## src/rtl/high_tower_trigger_emulator_core_defines.svh

```systemverilog
// Assertion macros shared by the high tower trigger emulator RTL.
`ifndef HIGH_TOWER_TRIGGER_EMULATOR_CORE_DEFINES_SVH
`define HIGH_TOWER_TRIGGER_EMULATOR_CORE_DEFINES_SVH

// Same-cycle implication, checked outside reset.
`define HTTE_ASSERT_NOW(lbl, ante, cons) \
    lbl: assert property (@(posedge i_clk) disable iff (!i_rst_n) (ante) |-> (cons)) \
        else $error("htte assertion failed");

// Next-cycle implication, checked outside reset.
`define HTTE_ASSERT_NEXT(lbl, ante, cons) \
    lbl: assert property (@(posedge i_clk) disable iff (!i_rst_n) (ante) |=> (cons)) \
        else $error("htte assertion failed");

`endif

```

## src/rtl/htte_pkg.sv

```systemverilog
// Shared types and constants of the high tower trigger emulator.
`default_nettype none
package htte_pkg;

    // Field widths.
    localparam int IdW   = 13;
    localparam int AdcW  = 12;
    localparam int PedW  = 12;
    localparam int TrigW = 6;

    // Highest valid tower identifier.
    localparam logic [IdW-1:0] MAX_TOWER_ID = 13'd4800;

    // Stream data widths, padded to whole bytes.
    localparam int InDataW  = 40;
    localparam int OutDataW = 40;

    // Event queue depth between front and back (power of two).
    localparam int QDepth = 2;
    localparam int QAw    = $clog2(QDepth);

    // Configuration register indexes and reset values.
    typedef enum logic {
        REG_PED_TARGET = 1'b0,
        REG_TRIG_THR   = 1'b1
    } t_reg_idx;

    localparam logic [PedW-1:0]  PED_TARGET_RST = 12'd8;
    localparam logic [TrigW-1:0] TRIG_THR_RST   = 6'd10;

    // Summary of one finished event, handed from front to back.
    typedef struct packed {
        logic [AdcW-1:0] max_adc;
        logic [IdW-1:0]  max_id;
        logic [PedW-1:0] max_ped;
    } t_evt;

endpackage
`default_nettype wire

```

## src/rtl/htte_front.sv

```systemverilog
// Front end: accepts tower hits and tracks the highest good tower of the event.
`default_nettype none
module htte_front (
    input  wire logic                    i_clk,
    input  wire logic                    i_rst_n,
    input  wire logic                    i_valid,
    output logic                         o_ready,
    input  wire logic [htte_pkg::IdW-1:0]  i_tower_id,
    input  wire logic [htte_pkg::AdcW-1:0] i_adc_value,
    input  wire logic                    i_tower_good,
    input  wire logic [htte_pkg::PedW-1:0] i_tower_pedestal,
    input  wire logic                    i_last_hit,
    input  wire logic                    i_q_full,
    output logic                         o_push,
    output htte_pkg::t_evt               o_evt
);
    import htte_pkg::*;

    t_evt r_best;
    t_evt n_best;
    logic w_accept;
    logic w_take;

    // A hit is taken whenever the queue has room for a possible event summary.
    assign o_ready  = !i_q_full;
    assign w_accept = i_valid && o_ready;

    // Keep the hit if it is good, in range and strictly above the best so far.
    assign w_take = i_tower_good && (i_tower_id != '0) && (i_tower_id <= MAX_TOWER_ID)
                    && (i_adc_value > r_best.max_adc);

    always_comb begin
        n_best = r_best;
        if (w_take) begin
            n_best.max_adc = i_adc_value;
            n_best.max_id  = i_tower_id;
            n_best.max_ped = i_tower_pedestal;
        end
    end

    // The last hit closes the event: its summary goes to the queue.
    assign o_push = w_accept && i_last_hit;
    assign o_evt  = n_best;

    // Running maximum, cleared at reset and after each event.
    always_ff @(posedge i_clk) begin
        if (!i_rst_n) begin
            r_best <= '0;
        end else if (w_accept) begin
            if (i_last_hit) begin
                r_best <= '0;
            end else begin
                r_best <= n_best;
            end
        end
    end

endmodule
`default_nettype wire

```

## src/rtl/htte_queue.sv

```systemverilog
// Short event queue between the front and back ends.
`default_nettype none
`include "high_tower_trigger_emulator_core_defines.svh"
module htte_queue (
    input  wire logic           i_clk,
    input  wire logic           i_rst_n,
    input  wire logic           i_push,
    input  htte_pkg::t_evt      i_evt,
    input  wire logic           i_pop,
    output logic                o_full,
    output logic                o_valid,
    output htte_pkg::t_evt      o_evt
);
    import htte_pkg::*;

    t_evt           r_mem [QDepth];
    logic [QAw-1:0] r_wr_ptr;
    logic [QAw-1:0] r_rd_ptr;
    logic [QAw:0]   r_count;

    assign o_full  = (r_count == (QAw+1)'(QDepth));
    assign o_valid = (r_count != '0);
    assign o_evt   = r_mem[r_rd_ptr];

    // Entry storage.
    always_ff @(posedge i_clk) begin
        if (i_push) begin
            r_mem[r_wr_ptr] <= i_evt;
        end
    end

    // Pointers and fill count.
    always_ff @(posedge i_clk) begin
        if (!i_rst_n) begin
            r_wr_ptr <= '0;
            r_rd_ptr <= '0;
            r_count  <= '0;
        end else begin
            if (i_push) begin
                r_wr_ptr <= r_wr_ptr + 1'b1;
            end
            if (i_pop) begin
                r_rd_ptr <= r_rd_ptr + 1'b1;
            end
            if (i_push && !i_pop) begin
                r_count <= r_count + 1'b1;
            end else if (i_pop && !i_push) begin
                r_count <= r_count - 1'b1;
            end
        end
    end

    `HTTE_ASSERT_NOW(a_q_no_overflow, i_push, !o_full || i_pop)
    `HTTE_ASSERT_NOW(a_q_no_underflow, i_pop, o_valid)
    `HTTE_ASSERT_NOW(a_q_count_bound, 1'b1, r_count <= (QAw+1)'(QDepth))

endmodule
`default_nettype wire

```

## src/rtl/htte_back.sv

```systemverilog
// Back end: pedestal correction, trigger decision and the result register.
`default_nettype none
`include "high_tower_trigger_emulator_core_defines.svh"
module htte_back (
    input  wire logic                       i_clk,
    input  wire logic                       i_rst_n,
    input  wire logic                       i_q_valid,
    input  htte_pkg::t_evt                  i_evt,
    output logic                            o_pop,
    input  wire logic [htte_pkg::PedW-1:0]  i_ped_target,
    input  wire logic [htte_pkg::TrigW-1:0] i_trig_thr,
    output logic                            o_valid,
    input  wire logic                       i_ready,
    output logic [htte_pkg::OutDataW-1:0]   o_data,
    output logic                            o_found
);
    import htte_pkg::*;

    logic                r_valid;
    logic [OutDataW-1:0] r_data;
    logic                r_found;

    logic                w_found;
    logic [PedW:0]       w_diff;
    logic                w_sub;
    logic [PedW:0]       w_neg;
    logic [PedW-1:0]     w_mag;
    logic [PedW-2:0]     w_shift;
    logic [3:0]          w_shift_f;
    logic [AdcW-1:0]     w_adc10;
    logic [AdcW-1:0]     w_corr10;
    logic [TrigW-1:0]    w_raw;
    logic [TrigW-1:0]    w_corr;
    logic                w_trig;
    logic [OutDataW-1:0] n_data;

    // Take the next event when the result register is empty or being drained.
    assign o_pop = i_q_valid && (!r_valid || i_ready);

    // Pedestal shift: rounded 12-bit to 10-bit step, folded into 11..14 when large.
    always_comb begin
        w_found  = (i_evt.max_adc != '0);
        w_diff   = {1'b0, i_evt.max_ped} - {1'b0, i_ped_target};
        w_sub    = !w_diff[PedW];
        w_neg    = '0 - w_diff;
        w_mag    = w_sub ? w_diff[PedW-1:0] : w_neg[PedW-1:0];
        w_shift  = {1'b0, w_mag[PedW-1:2]} + {{(PedW-2){1'b0}}, (w_mag[1:0] == 2'b11)};
        if (w_shift > (PedW-1)'(15)) begin
            w_shift_f = 4'd11 + {2'b00, w_shift[1:0] + 2'b01};
        end else begin
            w_shift_f = w_shift[3:0];
        end
        w_adc10  = {2'b00, i_evt.max_adc[AdcW-1:2]};
        w_corr10 = w_sub ? (w_adc10 - {8'd0, w_shift_f}) : (w_adc10 + {8'd0, w_shift_f});
        // Six-bit compression: divide by eight, bit six folded into bit five.
        w_raw    = {i_evt.max_adc[11] | i_evt.max_adc[10], i_evt.max_adc[9:5]};
        w_corr   = {w_corr10[9] | w_corr10[8], w_corr10[7:3]};
        w_trig   = w_corr > i_trig_thr;
        n_data   = '0;
        if (w_found) begin
            n_data[12:0]  = i_evt.max_id;
            n_data[24:13] = i_evt.max_adc;
            n_data[30:25] = w_raw;
            n_data[36:31] = w_corr;
            n_data[37]    = w_trig;
        end
    end

    // Result register with its own valid flag.
    always_ff @(posedge i_clk) begin
        if (!i_rst_n) begin
            r_valid <= 1'b0;
        end else if (o_pop) begin
            r_valid <= 1'b1;
        end else if (i_ready) begin
            r_valid <= 1'b0;
        end
    end

    always_ff @(posedge i_clk) begin
        if (o_pop) begin
            r_data  <= n_data;
            r_found <= w_found;
        end
    end

    assign o_valid = r_valid;
    assign o_data  = r_data;
    assign o_found = r_found;

    `HTTE_ASSERT_NOW(a_trig_needs_found, r_valid && r_data[37], r_found)
    `HTTE_ASSERT_NOW(a_empty_event_zero, r_valid && !r_found, r_data == '0)
    `HTTE_ASSERT_NEXT(a_pop_loads_result, o_pop, r_valid)

endmodule
`default_nettype wire

```

## src/rtl/high_tower_trigger_emulator_core.sv

```systemverilog
// Top level of the high tower trigger emulator: config registers and stream wiring.
//
//  Channel   Direction  Carries
//  s stream  in         one tower hit per transfer, tlast ends the event
//  m stream  out        one trigger result per event
//  APB       in/out     pedestal target (0x0), trigger threshold (0x4)
//
// A hit is taken every cycle while the event queue has room; one result per event
// is written into the queue with the last hit and then loaded from the queue into
// the output register once that register is free.
// The back end drains one event per cycle, so the queue stalls only when the
// output is held off. Reset (synchronous) clears the queue, running maximum and
// output valid and loads the register defaults; no clearing pass is needed.
`default_nettype none
module high_tower_trigger_emulator_core (
    input  wire logic                           i_clk,
    input  wire logic                           i_rst_n,
    // Hit stream; tdata: tower_id[12:0], adc_value[24:13], tower_pedestal[36:25].
    input  wire logic                           i_s_tvalid,
    output logic                                o_s_tready,
    input  wire logic [htte_pkg::InDataW-1:0]   i_s_tdata,
    // tuser: tower_good[0].
    input  wire logic                           i_s_tuser,
    input  wire logic                           i_s_tlast,
    // Result stream; tdata: best_tower[12:0], best_adc[24:13], raw_trig_adc[30:25],
    // corrected_trig_adc[36:31], triggered[37].
    output logic                                o_m_tvalid,
    input  wire logic                           i_m_tready,
    output logic [htte_pkg::OutDataW-1:0]       o_m_tdata,
    // tuser: found[0].
    output logic                                o_m_tuser,
    // Configuration port.
    input  wire logic                           psel,
    input  wire logic                           penable,
    input  wire logic                           pwrite,
    input  wire logic [2:0]                     paddr,
    input  wire logic [31:0]                    pwdata,
    output logic [31:0]                         prdata,
    output logic                                pready
);
    import htte_pkg::*;

    logic [PedW-1:0]  r_ped_target;
    logic [TrigW-1:0] r_trig_thr;
    t_reg_idx         w_idx;
    logic             w_cfg_wr;

    logic q_full;
    logic q_push;
    logic q_pop;
    logic q_valid;
    t_evt q_in;
    t_evt q_out;

    // Configuration registers.
    assign pready   = 1'b1;
    assign w_idx    = t_reg_idx'(paddr[2]);
    assign w_cfg_wr = psel && penable && pwrite && pready;

    always_ff @(posedge i_clk) begin
        if (!i_rst_n) begin
            r_ped_target <= PED_TARGET_RST;
            r_trig_thr   <= TRIG_THR_RST;
        end else if (w_cfg_wr) begin
            unique case (w_idx)
                REG_PED_TARGET: r_ped_target <= pwdata[PedW-1:0];
                REG_TRIG_THR:   r_trig_thr   <= pwdata[TrigW-1:0];
                default:        r_trig_thr   <= r_trig_thr;
            endcase
        end
    end

    always_comb begin
        unique case (w_idx)
            REG_PED_TARGET: prdata = {{(32-PedW){1'b0}}, r_ped_target};
            REG_TRIG_THR:   prdata = {{(32-TrigW){1'b0}}, r_trig_thr};
            default:        prdata = '0;
        endcase
    end

    htte_front u_front (
        .i_clk            (i_clk),
        .i_rst_n          (i_rst_n),
        .i_valid          (i_s_tvalid),
        .o_ready          (o_s_tready),
        .i_tower_id       (i_s_tdata[12:0]),
        .i_adc_value      (i_s_tdata[24:13]),
        .i_tower_good     (i_s_tuser),
        .i_tower_pedestal (i_s_tdata[36:25]),
        .i_last_hit       (i_s_tlast),
        .i_q_full         (q_full),
        .o_push           (q_push),
        .o_evt            (q_in)
    );

    htte_queue u_queue (
        .i_clk   (i_clk),
        .i_rst_n (i_rst_n),
        .i_push  (q_push),
        .i_evt   (q_in),
        .i_pop   (q_pop),
        .o_full  (q_full),
        .o_valid (q_valid),
        .o_evt   (q_out)
    );

    htte_back u_back (
        .i_clk        (i_clk),
        .i_rst_n      (i_rst_n),
        .i_q_valid    (q_valid),
        .i_evt        (q_out),
        .o_pop        (q_pop),
        .i_ped_target (r_ped_target),
        .i_trig_thr   (r_trig_thr),
        .o_valid      (o_m_tvalid),
        .i_ready      (i_m_tready),
        .o_data       (o_m_tdata),
        .o_found      (o_m_tuser)
    );

endmodule
`default_nettype wire
```

## config.mk

```make
export PLATFORM = sky130hd
export DESIGN_NAME = high_tower_trigger_emulator_core
export DESIGN_NICKNAME = d
export VERILOG_FILES = /design/src/rtl/htte_pkg.sv /design/src/rtl/htte_front.sv /design/src/rtl/htte_queue.sv /design/src/rtl/htte_back.sv /design/src/rtl/high_tower_trigger_emulator_core.sv
export VERILOG_INCLUDE_DIRS = /design/src /design/src/rtl
export SDC_FILE = /design/constraint.sdc
export NUM_CORES = 1
export LEC_CHECK = 0
export BUFFER_PORTS_ARGS = -buffer_cell sky130_fd_sc_hd__buf_2
export CAP_MARGIN = 10
export CORE_MARGIN = 2
export CORE_UTILIZATION = 25
export CTS_CLUSTER_DIAMETER = 60
export DETAILED_ROUTE_END_ITERATION = 8
export HOLD_SLACK_MARGIN = 0.06
export PLACE_DENSITY = 0.39
export SETUP_SLACK_MARGIN = 0.2
export SKIP_LAST_GASP = 1
export SLEW_MARGIN = 20
export SYNTH_ARGS = -nofsm -noshare
export SYNTH_HDL_FRONTEND = slang
export SYNTH_HIERARCHICAL = 1
export SYNTH_SLANG_ARGS = --single-unit
export TNS_END_PERCENT = 10
```

## constraint.sdc

```tcl
create_clock -name i_clk -period 17.2 [get_ports i_clk]
set_clock_uncertainty 0.2 [all_clocks]
set_input_delay 0.86 -clock i_clk [delete_from_list [all_inputs] [get_ports i_clk]]
set_output_delay 0.86 -clock i_clk [all_outputs]
set_load 0.05 [all_outputs]
```

==> results of run 1 <==
metal layers:
metal,track usage [%],up-vias,wire (um)
met5,0,-,16
met3,2.27,16,736
li1,-,3200,-
met4,4.26,2,367
met1,16.2,3018,11200
met2,19.8,105,11200
final cells by class:
class | instances | area share, %
clock buffers | 26 | 4.49
clock inverters | 6 | 0.825
inverters | 39 | 1.34
multi-input cells | 593 | 41.1
flip-flops and latches | 169 | 40.9
well taps | 511 | 5.86
repair buffers | 117 | 5.53
Yosys cell counts, drive strengths merged (6+ instances only):
library cell / count / area share (%)
nand4: 8 / 0.53
nor2b: 22 / 1.5
or2: 6 / 0.42
xnor2: 18 / 1.7
clkbuf: 29 / 1.1
nor2: 16 / 0.63
mux2: 80 / 11
nor3: 9 / 0.53
edfxtp: 108 / 34
o22ai: 39 / 2.6
nand3: 7 / 0.37
mux2i: 20 / 2.2
o21ai: 17 / 0.94
dfxtp: 61 / 13
and3: 10 / 0.66
ha: 47 / 6.2
nand2b: 6 / 0.40
xor2: 12 / 1.1
o21a: 8 / 0.79
and2: 25 / 1.7
buf: 44 / 3.9
nand2: 122 / 4.8
a21oi: 24 / 1.3
inv: 39 / 1.5
cells by family after synthesis:
family	synth area share (%)
and+or+nand+nor	13.9
AOI/OAI and AO/OA	10.0
muxes	12.8
xor gates and xnor gates	3.01
DFF	47.1
adders and majority gates	6.42
other	0.119
buffers and inverters	6.59
worst paths after layout:
check / from / endpoint / slack [ns] / depth (start not counted)
worst max register to register: flip-flop / u_back/o_data[37] / 8.00 / 31
worst max-delay path: flip-flop / u_back/o_data[37] / 8.00 / 31
worst min register to register: u_front/r_best[8] / u_front/r_best[8] / 0.27 / 2
worst min-delay path: u_front/r_best[8] / u_front/r_best[8] / 0.27 / 2
flip-flops by register name, indices dropped and copies added, names as in the netlist, named ones only:
| signal | cells |
|---|---|
| u_back/o_valid | 1 |
| r_ped_target | 12 |
| u_back/o_found | 1 |
| u_front/r_best | 37 |
| u_queue/r_wr_ptr | 1 |
| r_trig_thr | 6 |
| u_queue/r_mem | 74 |
| u_back/o_data | 33 |
| u_queue/r_rd_ptr | 1 |
| u_queue/r_count | 2 |
where the power goes:
| group | internal [mW] | switching (mW) |
|---|---|---|
| sequential | 0.515 | 0.0224 |
| combinational | 0.290 | 0.530 |
| clock | 0.227 | 0.159 |
worst register-to-register path, delay by kind of cell (launching register included):
kind | cells | cell delay [ns]
adder cells (fa/ha/maj) | 4 | 1.26
AO/OA/AOI/OAI | 13 | 3.42
multiplexers | 2 | 0.70
XOR/XNOR | 1 | 0.20
AND/OR/NAND/NOR | 10 | 1.95
flip-flops | 1 | 0.79
buffers and inverters | 1 | 0.50
metrics by stage:
stage                     instances  util [%]
after floorplan                 874         -
after global placement         1429      27.6
after detailed placement       1429      27.6
after CTS                      1461      29.1
after global routing           1461      29.1
final                          1461      29.1
==> results.tsv, run 1 <==
metric	value	unit
status	finished, final reports clean	
CP max-delay cell	nor2b_1	
Fin. Hold Viols	0	
Slew headroom	29.1	%
Peak Freq	0.109	GHz
crit path DAT	9.25	ns
period utilization	53.5	%
H-tree level count	4	
predominant post-synthesis flop cell	edfxtp_1	
Top delay family on crit path	compound AO/OA/AOI/OAI gates	
clk_lat worst skew	0.43	ns
FP Rows	71	
CP Launch Type	flip-flop	
DP Worst Slack	7.99	ns
full die area	39500	um2
Synth warnings	6	
Slew @ Worst Pin	1.06	ns
# IOs	160	
min Tclk post-route	9.20	ns
register bit total from synthesis	169	
Final ANT Viol Nets	0	
total congestion overflow	0	
cts hold-fix bufs	0	
HP Class	flip-flop to flip-flop	
TNS Setup	0	ns
mapped cell area	9480	um2
largest net degree at the start of global routing	58	
syn avg cell area	11.1	um2
Power Dens Cells	160	nW/um2
DPL Wire Length	16600	um
CTS tree	built	
clk buf depth	2	
Peak supply drop	81.8	uV
initial antenna violation count	1	
drt pass-1 iters	4	
overall power	1.74	mW
commonest non-fill, non-tap cell in the layout	nand2_1	
# setup viols final	0	
CTS Buf Count	17	
total track usage	12.2	%
Worst EP required	17.24	ns
first-pass GRT wire length	35900	um
first-iteration detailed-routing DRC count	236	
Die Y-Extent	199	um
Mapped Cells	854	
GPL Wtd Cong	0.725	
commonest non-fill, non-tap cells in the layout	122 x nand2_1, 110 x buf_2, 108 x edfxtp_1	
CP bufs+invs	1	
fin nets	1069	
routed length per instance	16.0	um
FF+latch area	4460	um2
number of buffers added on ports	111	
Max-cap violations	0	
Async SR Flop Fraction	0	%
multi-input logic area	4480	um2
Setup WS post-layout	8.00	ns
clock sink count	169	
Leak	4.17	nW
CP peak stage delay	0.88	ns
EDFF count, synth	108	
Total Wirelength	23400	um
Root Driver	clkbuf_16	
vias in the first global route	6113	
DR vias/cell	4.34	
hold_ws	0.270	ns
worst-path fanout max	24	
Area Growth Syn to Fin	15.2	%
# diodes	0	
Core Region	37500	um2
via count	6341	
design area	10900	um2
RSZ-0062 raised after global routing	false	
critical path type	flip-flop to flip-flop	
die width	199	um
Initial Util	25.3	%
Final Max Tran Viols	0	
Yosys cell types	82	
Clock Pin Slew Worst Setup and Hold Paths	0.07	ns
cts repair resizes	0	
fraction of the yosys area taken by sequential cells	47.1	%
DP Area	10300	um2
Remaining DRCs	0	
share of cells above drive strength 1	26.0	%
Post-CTS Setup Bufs	0	
critical path capture point type	flip-flop	
# fillers	3958	
No activity file was read; power rests on OpenSTA's default activity.
==> run 2: changes to the inputs <==
Settings changed: ABC_AREA set to 1.
Clock period 17.2 ns to 8.5 ns, I/O delays scaled along.
==> run 2 against run 1 <==
Die area rose by 10%. Largest power group unchanged. Sequential share of layout area fell by 3.5 points. Non-clock buffer count rose by 13. Final cell count rose by 29%. Global-route usage rose by 0.34 points. Synthesized cell count rose by 46%. Cell area rose by 9.6%.
==> results.tsv, run 2 <==
metric	value	unit	change
Final Max Tran Viols	0		unchanged
Power Dens Cells	329	nW/um2	+110%
HP Class	input port to flip-flop		
Slew headroom	37.4	%	+8.3 points
CP max-delay cell	dfxtp_4		
# IOs	160		unchanged
CTS tree	built		
Clock Pin Slew Worst Setup and Hold Paths	0.08	ns	about the same
share of cells above drive strength 1	22.0	%	-4.0 points
Yosys cell types	49		-40%
commonest non-fill, non-tap cell in the layout	nand2_1		
period utilization	87.5	%	+34 points
Core Region	41000	um2	+9.4%
Remaining DRCs	0		unchanged
Non-Filler Instances	1887		+29%
min Tclk post-route	7.44	ns	-1.77 ns
Worst EP required	8.55	ns	-8.69 ns
# diodes	0		unchanged
Slew @ Worst Pin	0.935	ns	-0.125 ns
number of buffers added on ports	111		unchanged
clk buf depth	2		unchanged
via count	7831		+23%
Die Y-Extent	208	um	+4.9%
drt pass-1 iters	5		+1
overall power	3.94	mW	+130%
vias in the first global route	7899		+29%
clk_lat worst skew	0.44	ns	about the same
critical path type	flip-flop to flip-flop		
Biggest register	u_queue/r_mem		
most used cell, CP	ha_1		
EDFF count, synth	108		unchanged
Synth warnings	6		unchanged
final core utilization	29.2	%	+0.043 points
critical path capture point type	flip-flop		
Peak Freq	0.134	GHz	+24%
commonest non-fill, non-tap cells in the layout	247 x nand2_1, 204 x inv_1, 124 x nand3_1		
H-tree level count	4		unchanged
Peak supply drop	139	uV	+70%
CP Launch Type	flip-flop		
GPL Wtd Cong	0.745		+2.8%
routed length per instance	14.0	um	-13%
register bit total from synthesis	169		unchanged
DP Worst Slack	0.515	ns	-7.48 ns
Final ANT Viol Nets	0		unchanged
first-pass GRT wire length	42500	um	+18%
Root Driver	clkbuf_16		
predominant post-synthesis flop cell	edfxtp_1		
largest net degree at the start of global routing	40		-31%
fin nets	1474		+38%
CP peak stage delay	0.44	ns	-0.44 ns
share of the synthesized area in the top cell type	31.0	%	-3.2 points
top-count cell post-synth	nand2_1		
crit path DAT	7.49	ns	-1.76 ns
die width	208	um	+4.9%
FP Rows	74		+4.2%
max FFs per register	74		unchanged
fraction of the yosys area taken by sequential cells	42.7	%	-4.4 points
Fin. Hold Viols	0		unchanged
RSZ-0062 raised after global routing	false		
area leader, netlist	edfxtp_1		
first-iteration detailed-routing DRC count	338		+43%
TNS Setup	0	ns	unchanged
worst-path fanout max	13		-46%
Max-cap violations	0		unchanged
syn avg cell area	8.37	um2	-25%
CTS Buf Count	17		unchanged
Total Wirelength	26400	um	+12%
Area contributors post-synth	edfxtp_1 31%, dfxtp_1 12%, nand2_1 8.9%		
total track usage	12.5	%	+0.34 points
placed cells	1843		+29%
DR vias/cell	4.15		-4.4%
full die area	43400	um2	+10%
mapped cell area	10400	um2	+10%
Setup WS post-layout	1.06	ns	-6.93 ns
status	finished, final reports clean		
most common library cells after synthesis	249 x nand2_1, 204 x inv_1, 124 x nand3_1		
Mapped Cells	1248		+46%
clock sink count	169		unchanged
Area Growth Syn to Fin	14.5	%	
total congestion overflow	0		unchanged
Leak	5.40	nW	+29%
DPL Wire Length	19100	um	+15%
# setup viols final	0		unchanged
Async SR Flop Fraction	0	%	unchanged
Initial Util	25.5	%	+0.20 points
initial antenna violation count	0		-1
run 2: layout make-up:
class                      instances  area [um2]
fill                            4392       29100
timing repair buffer             130         703
tap                              532         666
clock buffer                      17         425
sequential                       169        4470
multi-input combinational        808        4730
inverter                         216         815
clock inverter                    15         154
run 2: kinds of logic (layout without fill, tap and decap cells):
group	Yosys count	in the layout	share of synthesized area, %
adder cells (fa/ha/maj)	48	48	5.82
flip-flops	169	169	42.7
AND/OR/NAND/NOR	607	607	28.2
multiplexers	37	37	5.07
AO/OA/AOI/OAI	83	83	4.29
XOR/XNOR	10	10	0.838
buffers and inverters	291	378	13.0
other	3	23	0.108
run 2: stage by stage:
step,area (um2),hold slack (ns)
floorplan,10500,0.244
global placement,11300,0.251
detailed placement,11300,0.256
CTS,11900,0.0727
global route,12000,0.111
finish,12000,0.0960
run 2: routing by layer:
metal	wire [um]	global-route usage [%]
met5	0	0
met4	215	3.13
met3	636	2.08
met2	12900	22.1
met1	12600	15.9
run 2: worst paths after layout:
kind,depth (start not counted),endpoint,slack [ns],startpoint
max reg2reg,44,u_back/o_data[37],1.06,flip-flop
max,44,u_back/o_data[37],1.06,flip-flop
min reg2reg,2,u_front/r_best[5],0.26,u_front/r_best[5]
min,4,u_back/o_valid,0.1,i_m_tready
run 2: repair_timing:
action,4_1_cts,5_1_grt
endpoints found under the hold margin,2,0
setup buffers,0,10
hold buffers,2,0
resized for setup,0,4
endpoints found under the setup margin,0,1
run 2: worst max-delay path, delay by kind of cell, from the launching register on:
kind | cells | cell delay (ns)
fa+ha+maj | 7 | 1.97
simple gates | 20 | 2.25
buf+inv | 3 | 0.25
compound gates | 11 | 1.49
mux | 1 | 0.28
xor+xnor | 2 | 0.35
flops | 1 | 0.44
run 2: power breakdown:
group	switching [mW]	internal, mW	leakage, nW
Clock	0.382	0.392	0.278
Combinational	1.39	0.660	3.61
Sequential	0.0509	1.07	1.51
==> run 3: changes to the inputs <==
Settings changed: BUFFER_PORTS_ARGS -buffer_cell sky130_fd_sc_hd__buf_2 to not set, DONT_BUFFER_PORTS set to 1, PLACE_DENSITY 0.39 to 0.35.
==> run 3 against run 2 <==
First-iteration DRC count down 5.6%. Final cell count down 4.2%. Critical path depth up 1. Die area unchanged.
==> results.tsv, run 3 (synthesis results as in run 2) <==
metric	value	unit	change
hold_ws	0.0846	ns	-0.0114 ns
TNS Setup	0	ns	unchanged
multi-input logic area	4730	um2	about the same
via count	7515		-4.0%
GR Layer Usage met1	16.5	%	+0.60 points
# IOs	160		unchanged
# setup viols final	0		unchanged
FP Rows	74		unchanged
period utilization	87.9	%	+0.38 points
fin nets	1395		-5.4%
Core Region	41000	um2	unchanged
Slew headroom	34.9	%	-2.5 points
routed length per instance	14.9	um	+6.9%
Worst EP required	8.57	ns	+0.02 ns
H-tree level count	4		unchanged
number of buffers added on ports	0		-100%
Total Wirelength	27000	um	+2.5%
Non-Filler Instances	1808		-4.2%
Final Max Tran Viols	0		unchanged
R2R cell count	45		+2.3%
GPL Wtd Cong	0.737		-1.1%
worst-path fanout max	13		unchanged
CTS Buf Count	17		unchanged
Max-cap violations	0		unchanged
max FFs per register	74		unchanged
total congestion overflow	0		unchanged
Hold EP	u_front/r_best[12]		
met2 usage	21.9	%	-0.21 points
Final ANT Viol Nets	0		unchanged
Reg2Reg Setup Slack	1.03	ns	-0.03 ns
vias in the first global route	7354		-6.9%
Leak	5.08	nW	-5.8%
RSZ-0062 raised after global routing	false		
DPL Wire Length	18900	um	-0.63%
min Tclk post-route	7.47	ns	+0.0324 ns
DP Worst Slack	0.456	ns	-0.0587 ns
# fillers	4384		-0.18%
clk buf depth	2		unchanged
hold_sp	i_s_tdata[0]		
commonest non-fill, non-tap cell in the layout	nand2_1		
Remaining DRCs	0		unchanged
first-pass GRT wire length	42400	um	-0.15%
clock sink count	169		unchanged
CP Launch Type	flip-flop		
clk_lat worst skew	0.45	ns	about the same
CTS tree	built		
Hold Path Stages	4		unchanged
most used cell, CP	ha_1		
commonest non-fill, non-tap cells in the layout	248 x nand2_1, 204 x inv_1, 124 x nand3_1		
Initial Util	25.5	%	unchanged
Root Driver	clkbuf_16		
total track usage	12.8	%	+0.32 points
overall power	3.91	mW	-0.76%
CP max-delay cell	dfxtp_4		
CP peak stage delay	0.44	ns	about the same
die width	208	um	unchanged
crit path DAT	7.53	ns	+0.04 ns
Die Y-Extent	208	um	unchanged
DR vias/cell	4.16		+0.16%
status	finished, final reports clean		
FF+latch area	4470	um2	unchanged
busiest grt layer	met2		
HP Class	input port to flip-flop		
placed cells	1733		-6.0%
critical path type	flip-flop to flip-flop		
Power Dens Cells	333	nW/um2	+1.2%
Biggest register	u_queue/r_mem		
FF-to-FF End	u_back/o_data[37]		
full die area	43400	um2	unchanged
share of cells above drive strength 1	14.6	%	-7.4 points
met3 Use GR	2.69	%	+0.60 points
# diodes	0		unchanged
Slew @ Worst Pin	0.973	ns	+0.0375 ns
Peak Freq	0.134	GHz	-0.43%
Peak supply drop	107	uV	-23%
Setup WS post-layout	1.03	ns	-0.0324 ns
critical path capture point type	flip-flop		
drt pass-1 iters	4		-1
first-iteration detailed-routing DRC count	319		-5.6%
initial antenna violation count	0		unchanged
Fin. Hold Viols	0		unchanged
Clock Pin Slew Worst Setup and Hold Paths	0.07	ns	about the same
largest net degree at the start of global routing	40		unchanged
Area Growth Syn to Fin	12.2	%	
run 3: cell types whose count changed in the layout (fill, tap and decap cells not counted):
cell / previous run / this run
clkinv_2: 1 / 2
nand2_1: 247 / 248
buf_2: 111 / 0
clkinv_8: 2 / 1
dlygate4sd3_1: 2 / 34
inv_8: 4 / 3
clkinv_4: 3 / 1
o21ai_0: 10 / 11
o21ai_1: 3 / 2
bufinv_16: 0 / 1
nand2_2: 35 / 34
inv_4: 1 / 3
run 3: how the worst max path moves through the flow:
stage / cells after the start / slack [ns] / from / endpoint
2_1_floorplan: 50 / 1.46 / flip-flop / u_back/o_data[37]
3_3_place_gp: 48 / 0.47 / flip-flop / u_back/o_data[37]
3_5_place_dp: 48 / 0.46 / flip-flop / u_back/o_data[37]
4_1_cts: 48 / 0.43 / flip-flop / u_back/o_data[37]
5_1_grt: 47 / 0.25 / flip-flop / u_back/o_data[37]
6_report: 45 / 1.03 / flip-flop / u_back/o_data[37]
run 3: stage by stage:
stage / cell area, um2 / utilization [%]
CTS: 11600 / 28.4
detailed placement: 10700 / 26.2
floorplan: 10500 / -
global placement: 10700 / 26.2
finish: 11700 / 28.6
global route: 11700 / 28.6
run 3: per-layer routing:
| layer | vias up | wire (um) |
|---|---|---|
| met4 | 0 | 297 |
| met3 | 19 | 716 |
| met2 | 78 | 13200 |
| met1 | 3469 | 12800 |
| li1 | 3949 | - |
| met5 | - | 0 |
run 3: critical path, delay by kind of cell, from the launching register on:
family                   cells  cell delay [ns]
AO/OA/AOI/OAI               12             1.64
XOR/XNOR                     2             0.35
adder cells (fa/ha/maj)      7             2.00
buffers and inverters        4             0.33
flip-flops                   1             0.44
multiplexers                 1             0.29
AND/OR/NAND/NOR             19             2.02
run 3: final cells by class:
type | count | share of cell area (%)
clock buffers | 17 | 3.63
clock inverters | 15 | 1.33
inverters | 216 | 6.95
multi-input cells | 808 | 40.3
flip-flops and latches | 169 | 38.1
well taps | 532 | 5.68
repair buffers | 51 | 3.99
run 3: what timing repair did:
item | in CTS | in global routing
endpoints found under the setup margin | 0 | 1
buffers inserted | 0 | 9
gates resized for setup | 0 | 3
hold buffers | 34 | 0
hold endpoints to repair | 36 | 0
run 3: power by group:
part	internal, mW	switching, mW	total [mW]
Clock	0.415	0.376	0.791
Combinational	0.604	1.09	1.69
Sequential	1.08	0.349	1.42
